### src/ncs_pkg.sv
// Shared types and constants for the nearest calibrated code search block.
// No dependencies; used by ncs_ctrl, ncs_dpath and nearest_calibrated_code_search.
package ncs_pkg;

    localparam int IDX_W      = 7;    // entry_index / best_code field width
    localparam int MV_W       = 16;   // millivolt field width
    localparam int S_TDATA_W  = 24;   // entry_index + millivolts, padded to bytes
    localparam int M_TDATA_W  = 24;   // best_code + achieved_mv, padded to bytes

    // mode codes carried in s_axis_tuser
    localparam logic MODE_WRITE  = 1'b0;
    localparam logic MODE_LOOKUP = 1'b1;

    // status codes carried in m_axis_tuser
    localparam logic STATUS_FOUND    = 1'b0;
    localparam logic STATUS_NO_TABLE = 1'b1;

    typedef enum logic [1:0] {
        ST_IDLE,
        ST_SCAN,
        ST_DRAIN,
        ST_DONE
    } state_t;

    // controller -> datapath
    typedef struct packed {
        logic wr_en;     // store the accepted write word
        logic start;     // accepted lookup: load target, clear scan counter
        logic scan;      // read one table entry, advance counter
        logic load_out;  // move finished result into output register
    } ncs_cmd_t;

    // datapath -> controller
    typedef struct packed {
        logic table_valid;
        logic scan_last;  // counter sits on the last code
        logic out_free;   // output register empty or being taken
    } ncs_stat_t;

endpackage

### src/ncs_ctrl.sv
// Controller state machine for the nearest calibrated code search.
// Depends on ncs_pkg (state_t, ncs_cmd_t, ncs_stat_t, mode codes).
module ncs_ctrl
(
    input  logic              clk,
    input  logic              rst_n,
    input  logic              in_valid,
    input  logic              in_mode,
    input  ncs_pkg::ncs_stat_t stat,
    output logic              in_ready,
    output ncs_pkg::ncs_cmd_t  cmd
);

    ncs_pkg::state_t state_reg;
    ncs_pkg::state_t state_next;

    always_ff @(posedge clk or negedge rst_n)
    begin
        if (!rst_n)
        begin
            state_reg <= ncs_pkg::ST_IDLE;
        end
        else
        begin
            state_reg <= state_next;
        end
    end

    always_comb
    begin
        state_next = state_reg;
        case (state_reg)
            ncs_pkg::ST_IDLE:
            begin
                if (in_valid && (in_mode == ncs_pkg::MODE_LOOKUP))
                begin
                    state_next = stat.table_valid ? ncs_pkg::ST_SCAN : ncs_pkg::ST_DONE;
                end
            end
            ncs_pkg::ST_SCAN:
            begin
                if (stat.scan_last)
                begin
                    state_next = ncs_pkg::ST_DRAIN;
                end
            end
            ncs_pkg::ST_DRAIN:
            begin
                state_next = ncs_pkg::ST_DONE;
            end
            ncs_pkg::ST_DONE:
            begin
                if (stat.out_free)
                begin
                    state_next = ncs_pkg::ST_IDLE;
                end
            end
            default:
            begin
                state_next = ncs_pkg::ST_IDLE;
            end
        endcase
    end

    always_comb
    begin
        in_ready     = 1'b0;
        cmd.wr_en    = 1'b0;
        cmd.start    = 1'b0;
        cmd.scan     = 1'b0;
        cmd.load_out = 1'b0;
        case (state_reg)
            ncs_pkg::ST_IDLE:
            begin
                in_ready  = 1'b1;
                cmd.wr_en = in_valid && (in_mode == ncs_pkg::MODE_WRITE);
                cmd.start = in_valid && (in_mode == ncs_pkg::MODE_LOOKUP);
            end
            ncs_pkg::ST_SCAN:
            begin
                cmd.scan = 1'b1;
            end
            ncs_pkg::ST_DRAIN:
            begin
            end
            ncs_pkg::ST_DONE:
            begin
                cmd.load_out = stat.out_free;
            end
            default:
            begin
            end
        endcase
    end

endmodule

### src/ncs_dpath.sv
// Datapath for the nearest calibrated code search: table memory, scan
// counter, nearest-entry compare and output register. Depends on ncs_pkg.
module ncs_dpath
#(
    parameter int MAX_CODE = 127
)
(
    input  logic                          clk,
    input  logic                          rst_n,
    input  ncs_pkg::ncs_cmd_t             cmd,
    input  logic [ncs_pkg::IDX_W-1:0]     wr_index,
    input  logic [ncs_pkg::MV_W-1:0]      wr_mv,       // entry on write, target on lookup
    input  logic                          wr_complete,
    input  logic                          out_ready,
    output ncs_pkg::ncs_stat_t            stat,
    output logic                          out_valid,
    output logic [ncs_pkg::IDX_W-1:0]     out_code,
    output logic [ncs_pkg::MV_W-1:0]      out_mv,
    output logic                          out_status
);

    localparam int DEPTH  = MAX_CODE + 1;
    localparam int CODE_W = $clog2(DEPTH);

    logic [ncs_pkg::MV_W-1:0] mem [DEPTH];

    logic                     valid_reg;
    logic                     no_table_reg;
    logic [ncs_pkg::MV_W-1:0] target_reg;
    logic [CODE_W-1:0]        addr_reg;
    logic [ncs_pkg::MV_W-1:0] rd_data_reg;
    logic [CODE_W-1:0]        rd_code_reg;
    logic                     rd_ok_reg;
    logic [ncs_pkg::MV_W-1:0] best_err_reg;
    logic [CODE_W-1:0]        best_code_reg;
    logic [ncs_pkg::MV_W-1:0] best_mv_reg;
    logic                     out_valid_reg;
    logic [ncs_pkg::IDX_W-1:0] out_code_reg;
    logic [ncs_pkg::MV_W-1:0] out_mv_reg;
    logic                     out_status_reg;

    logic                     idx_in_range;
    logic [ncs_pkg::MV_W-1:0] err;
    logic                     take;

    assign idx_in_range = (32'(wr_index) < 32'(DEPTH));

    // single-port style table: one write from the input, one scan read
    always_ff @(posedge clk)
    begin
        if (cmd.wr_en && idx_in_range)
        begin
            mem[CODE_W'(wr_index)] <= wr_mv;
        end
        if (cmd.scan)
        begin
            rd_data_reg <= mem[addr_reg];
            rd_code_reg <= addr_reg;
        end
    end

    always_comb
    begin
        err  = (target_reg >= rd_data_reg) ? (target_reg - rd_data_reg)
                                           : (rd_data_reg - target_reg);
        // strict less keeps the lowest code on ties; code 0 seeds the search
        take = (rd_code_reg == '0) || (err < best_err_reg);
    end

    always_ff @(posedge clk or negedge rst_n)
    begin
        if (!rst_n)
        begin
            valid_reg     <= 1'b0;
            rd_ok_reg     <= 1'b0;
            out_valid_reg <= 1'b0;
            addr_reg      <= '0;
        end
        else
        begin
            if (cmd.wr_en && wr_complete)
            begin
                valid_reg <= 1'b1;
            end
            rd_ok_reg <= cmd.scan;
            if (cmd.start)
            begin
                addr_reg <= '0;
            end
            else if (cmd.scan)
            begin
                addr_reg <= addr_reg + 1'b1;
            end
            if (cmd.load_out)
            begin
                out_valid_reg <= 1'b1;
            end
            else if (out_ready)
            begin
                out_valid_reg <= 1'b0;
            end
        end
    end

    always_ff @(posedge clk)
    begin
        if (cmd.start)
        begin
            target_reg   <= wr_mv;
            no_table_reg <= !valid_reg;
        end
        if (rd_ok_reg && take)
        begin
            best_err_reg  <= err;
            best_code_reg <= rd_code_reg;
            best_mv_reg   <= rd_data_reg;
        end
        if (cmd.load_out)
        begin
            if (no_table_reg)
            begin
                out_code_reg   <= '0;
                out_mv_reg     <= '0;
                out_status_reg <= ncs_pkg::STATUS_NO_TABLE;
            end
            else
            begin
                out_code_reg   <= ncs_pkg::IDX_W'(best_code_reg);
                out_mv_reg     <= best_mv_reg;
                out_status_reg <= ncs_pkg::STATUS_FOUND;
            end
        end
    end

    assign stat.table_valid = valid_reg;
    assign stat.scan_last   = (addr_reg == CODE_W'(MAX_CODE));
    assign stat.out_free    = !out_valid_reg || out_ready;

    assign out_valid  = out_valid_reg;
    assign out_code   = out_code_reg;
    assign out_mv     = out_mv_reg;
    assign out_status = out_status_reg;

endmodule

### src/nearest_calibrated_code_search.sv
// Nearest calibrated code search: holds a table of measured millivolts per
// wiper code and returns the code nearest a target voltage.
// A write word (tuser = 0) stores one entry at entry_index; tlast set on a
// write marks the table complete, and only reset clears that flag again. Writes
// to an index above MAX_CODE are dropped but still honor tlast. A lookup word
// (tuser = 1) carries a target; the result gives the lowest code with the
// smallest absolute difference and its stored millivolts, status 0. Without a
// complete table the result is code 0, 0 mV, status 1. Writes stream back to
// back. A lookup scans the table memory one entry per cycle through its single
// read port and then moves the result into the output register once that is
// free; a lookup without a complete table skips the scan. The next word is
// taken after that move. The input is not taken during a scan. A result
// waiting in the output register holds back the next lookup's result, and
// with it the input, until the waiting word is taken. Entries must be written
// before a lookup reads them.
// Depends on ncs_pkg, ncs_ctrl and ncs_dpath.
module nearest_calibrated_code_search
#(
    parameter int MAX_CODE = 127
)
(
    input  logic                              clk,
    input  logic                              rst_n,
    input  logic                              s_axis_tvalid,
    output logic                              s_axis_tready,
    input  logic [ncs_pkg::S_TDATA_W-1:0]     s_axis_tdata,  // entry_index[6:0], millivolts[22:7], pad
    input  logic                              s_axis_tuser,  // mode
    input  logic                              s_axis_tlast,  // table_complete
    output logic                              m_axis_tvalid,
    input  logic                              m_axis_tready,
    output logic [ncs_pkg::M_TDATA_W-1:0]     m_axis_tdata,  // best_code[6:0], achieved_mv[22:7], pad
    output logic                              m_axis_tuser   // status
);

    ncs_pkg::ncs_cmd_t  cmd;
    ncs_pkg::ncs_stat_t stat;

    logic [ncs_pkg::IDX_W-1:0] in_index;
    logic [ncs_pkg::MV_W-1:0]  in_mv;
    logic [ncs_pkg::IDX_W-1:0] res_code;
    logic [ncs_pkg::MV_W-1:0]  res_mv;

    // unpack input word; the pad bit is ignored
    assign in_index = s_axis_tdata[ncs_pkg::IDX_W-1:0];
    assign in_mv    = s_axis_tdata[ncs_pkg::IDX_W+ncs_pkg::MV_W-1:ncs_pkg::IDX_W];

    ncs_ctrl u_ctrl
    (
        .clk      (clk),
        .rst_n    (rst_n),
        .in_valid (s_axis_tvalid),
        .in_mode  (s_axis_tuser),
        .stat     (stat),
        .in_ready (s_axis_tready),
        .cmd      (cmd)
    );

    ncs_dpath #(
        .MAX_CODE (MAX_CODE)
    ) u_dpath
    (
        .clk         (clk),
        .rst_n       (rst_n),
        .cmd         (cmd),
        .wr_index    (in_index),
        .wr_mv       (in_mv),
        .wr_complete (s_axis_tlast),
        .out_ready   (m_axis_tready),
        .stat        (stat),
        .out_valid   (m_axis_tvalid),
        .out_code    (res_code),
        .out_mv      (res_mv),
        .out_status  (m_axis_tuser)
    );

    // pack result word, pad bit zero
    assign m_axis_tdata = {1'b0, res_mv, res_code};

endmodule
### config.mk
export PLATFORM = sky130hd
export DESIGN_NAME = nearest_calibrated_code_search
export DESIGN_NICKNAME = d
export VERILOG_FILES = /design/src/ncs_pkg.sv /design/src/ncs_ctrl.sv /design/src/ncs_dpath.sv /design/src/nearest_calibrated_code_search.sv
export SDC_FILE = /design/constraint.sdc
export NUM_CORES = 2
export LEC_CHECK = 0
export ABC_CLOCK_PERIOD_IN_PS = 7900
export BUFFER_PORTS_ARGS = -buffer_cell sky130_fd_sc_hd__clkbuf_2
export CAP_MARGIN = 20
export CORE_MARGIN = 4
export CORE_UTILIZATION = 25
export CTS_CLUSTER_SIZE = 8
export DETAILED_ROUTE_END_ITERATION = 8
export PLACE_DENSITY = 0.46
export SYNTH_ARGS = -nofsm -noshare
export SYNTH_HDL_FRONTEND = slang
export SYNTH_SLANG_ARGS = --single-unit
### constraint.sdc
create_clock -name clk -period 7.9 [get_ports clk]
set_input_delay 0.395 -clock clk [delete_from_list [all_inputs] [get_ports clk]]
set_output_delay 0.395 -clock clk [all_outputs]
set_load 0.05 [all_outputs]
==> out/qor.yml <==
grt:
  grt_max_degree: 104
  grt_pass1_wl_um: 330800
  antenna_found_initial: 23
  grt_overflow: 0
  grt_pass1_vias: 42760
  gr-usage-all-layers_pct: 13.15
route:
  num_vias: 41640
  drt_pass1_iterations: 5
  drtIter0Drc: 4015
  wl_per_cell_um: 26.12
  antenna_left: 0
  viasPerCell: 4.630
  routed_wl_um: 235000
  drc: 0
place:
  place_congestion: 0.7718
  dp_hpwl_um: 135200
  port_buffers: 54
worst_setup_path:
  crit_type: "flop to flop"
  crit_family: "compound AO/OA/AOI/OAI gates"
  endpoint_kind: "flop"
  path_max_fanout: 39
  path_cells: "inv_1, ha_1, nand2_1, a2111o_1, a41o_1, o211ai_1, buf_4, mux2i_1, a21oi_1, xnor2_1, ha_1, nor2b_1, o21ai_0, nand2b_1, a21oi_1, nor3_1, nor3_2, buf_4"
  worst_setup_path_start_kind: "flop"
  path_buf_inv: 3
  worstPathArrival_ns: 5.54
  required_ns: 8.41
  critPathMaxStageDelay_ns: 0.55
  worst_path_max_delay_cell: "ha_1"
die:
  die_width_um: 591.5
  dieHeight_um: 591.5
  ios: 57
  rows: 213
  core-area_um2: 337900
  start_util_pct: 25.19
  die_area_um2: 349900
cts:
  cts_tree: "built"
  ctsLongestPathBuffers: 4
  clk_pin_slew_ns: 0.05
  cts-htree-levels: 5
  root_buffer: "clkbuf_16"
  postCtsSetupBuffers: 0
  cts_buffers: 322
  clkLatencyLatePin_ns: 0.91
  clock_sinks: 2163
sta:
  rsz0062_at_grt: "false"
  fin_crit_ns: 5.028
  period_share_pct: 63.65
  maxSlewViolCount: 0
  setup_viol: 0
  slew_headroom_pct: 22.96
  fin_setup_tns_ns: 0
  skew_ns: 0.05878
  finalHoldViolCount: 0
  max_freq_mhz: 198.9
  tightest_slew_ns: 1.156
power:
  p_per_area_nw_per_um2: 339.6
  p_leak_nw: 31.21
  ir_drop_uv: 314.4
  p_total_mw: 34.24
yosys:
  synth-edff-count: 2151
  syn_inst: 4050
  synth_top_area_share_pct: 75.88
  yosys-top-cells-area: "edfxtp_1 (76%), mux4_2 (13%), mux2i_1 (2.2%)"
  synth_area_per_cell_um2: 21.02
  syn_nets: 4133
  syn_area_um2: 85120
  synth_seq_cells: 2163
  synth-async-reset-ratio_pct: 0.5548
  synth_cell_type_count: 60
  post-synth-top-area-cell: "edfxtp_1"
  synth_ff_type: "edfxtp_1"
  ys_seq_area_share_pct: 76.23
  synth-warning-count: 0
layout:
  fin_nets: 4504
  utilization_pct: 29.83
  syn2layout_area_growth_pct: 18.43
  drive_gt1_share_pct: 27.88
  top_register: "u_dpath.mem"
  largest_register_ffs: 2048
  fillers: 32970
status:
  status: "complete, no violations"
worst_hold_path:
  hold_class: "primary input to flop"
run:
  maxCapViolCount: 0
cell families after synthesis:
| family | synth area share, % |
|---|---|
| flip-flops | 76.23 |
| multiplexers | 15.75 |
| AO/OA/AOI/OAI | 3.331 |
| AND/OR/NAND/NOR | 2.052 |
| buffers and inverters | 1.646 |
| adder cells (fa/ha/maj) | 0.7967 |
| XOR/XNOR | 0.1852 |
| other | 0.004405 |
path summary, 6_finish.rpt:
| path | from | slack [ns] | endpoint | depth (start not counted) |
|---|---|---|---|---|
| min reg2reg | u_dpath.rd_code_reg[1] | 0.45 | u_dpath.best_code_reg[1] | 0 |
| min | s_axis_tdata[22] | 0.04 | u_dpath.mem[110][15] | 1 |
| min in group asynchronous | rst_n | 0.67 | u_ctrl.state_reg[1] | 3 |
| max | u_dpath.rd_data_reg[10] | 2.87 | u_dpath.best_mv_reg[3] | 18 |
| max in group asynchronous | rst_n | 6.60 | u_dpath.addr_reg[1] | 3 |
| max reg2reg | u_dpath.rd_data_reg[10] | 2.87 | u_dpath.best_mv_reg[3] | 18 |
Yosys cell counts (9+ instances only):
library cell,n
mux2_2,60
nand3_1,21
ha_1,51
edfxtp_1,2151
nand4_1,9
o21ai_0,61
buf_4,41
inv_1,59
mux2i_1,183
dfrtp_1,12
nor2_1,174
a21o_1,13
nor2b_1,85
a22oi_1,25
xor2_1,9
clkbuf_1,91
buf_2,57
o211ai_1,10
nand2_1,49
o22ai_1,31
a211oi_1,86
buf_1,16
xnor2_1,9
buf_6,16
mux4_2,484
a21oi_1,118
a21boi_0,29
a221oi_1,14
power breakdown:
part           switching [mW]  internal, mW
clock network            4.58          7.32
registers               0.290          13.1
logic                    5.26          3.67
total                    10.1          24.1
worst register-to-register path: stages, from the launching register on:
cell      delay, ns
edfxtp_1       0.38
inv_1          0.06
ha_1           0.55
nand2_1        0.12
a2111o_1       0.40
a41o_1         0.21
o211ai_1       0.37
buf_4          0.36
mux2i_1        0.31
a21oi_1        0.12
xnor2_1        0.24
ha_1           0.29
nor2b_1        0.14
o21ai_0        0.19
nand2b_1       0.08
a21oi_1        0.15
nor3_1         0.07
nor3_2         0.10
buf_4          0.48
per-stage QoR:
stage          instances  setup slack (ns)  hold slack (ns)  instance area (um^2)
2_1_floorplan       4050             1.490          0.09941                 85120
3_3_place_gp        8576             2.832           0.3537                 91750
3_5_place_dp        8596             2.947           0.3617                 92100
4_1_cts             8976             2.901         0.003158                100700
5_1_grt             8987             2.526          0.02026                100800
6_report            8995             2.872          0.03508                100800
what timing repair did:
item | 4_1_cts | 5_1_grt
hold buffers | 11 | 1
resized for setup | 0 | 0
endpoints found under the setup margin | 0 | 0
hold endpoints to repair | 127 | 12
cell type report:
cell class	instances	area, um^2	share of cell area [%]
diodes	14	35.03	0.03475
flip-flops and latches	2163	64910	64.39
clock buffers	359	8356	8.289
inverters	59	221.5	0.2197
well taps	4515	5649	5.604
clock inverters	10	107.6	0.1067
repair buffers	269	2435	2.415
multi-input cells	1606	19090	18.94
placed cells by master, fill, tap and decap left out, types with 18 or more instances in the layout:
master / count
o21ai_0: 61
inv_1: 59
a211oi_1: 86
mux2_2: 60
a22oi_1: 25
ha_1: 51
mux4_2: 484
nor2_2: 85
o22ai_1: 31
nand2_1: 43
a21oi_1: 118
buf_12: 18
buf_4: 177
a21boi_0: 29
clkbuf_2: 38
clkbuf_1: 29
buf_8: 18
edfxtp_1: 2151
mux2i_1: 183
nor2b_1: 85
clkbuf_16: 329
nand3_1: 19
nor2_1: 86
per-layer routing:
layer | track usage (%) | vias to the layer above | part of all wire, %
met5 | 0 | - | 0.0055
met4 | 3.565 | 2 | 2.3
met3 | 2.091 | 360 | 5.1
met2 | 21.34 | 1152 | 48
met1 | 18.32 | 22640 | 45
li1 | - | 17500 | -
No activity file was read; power rests on OpenSTA's default activity.
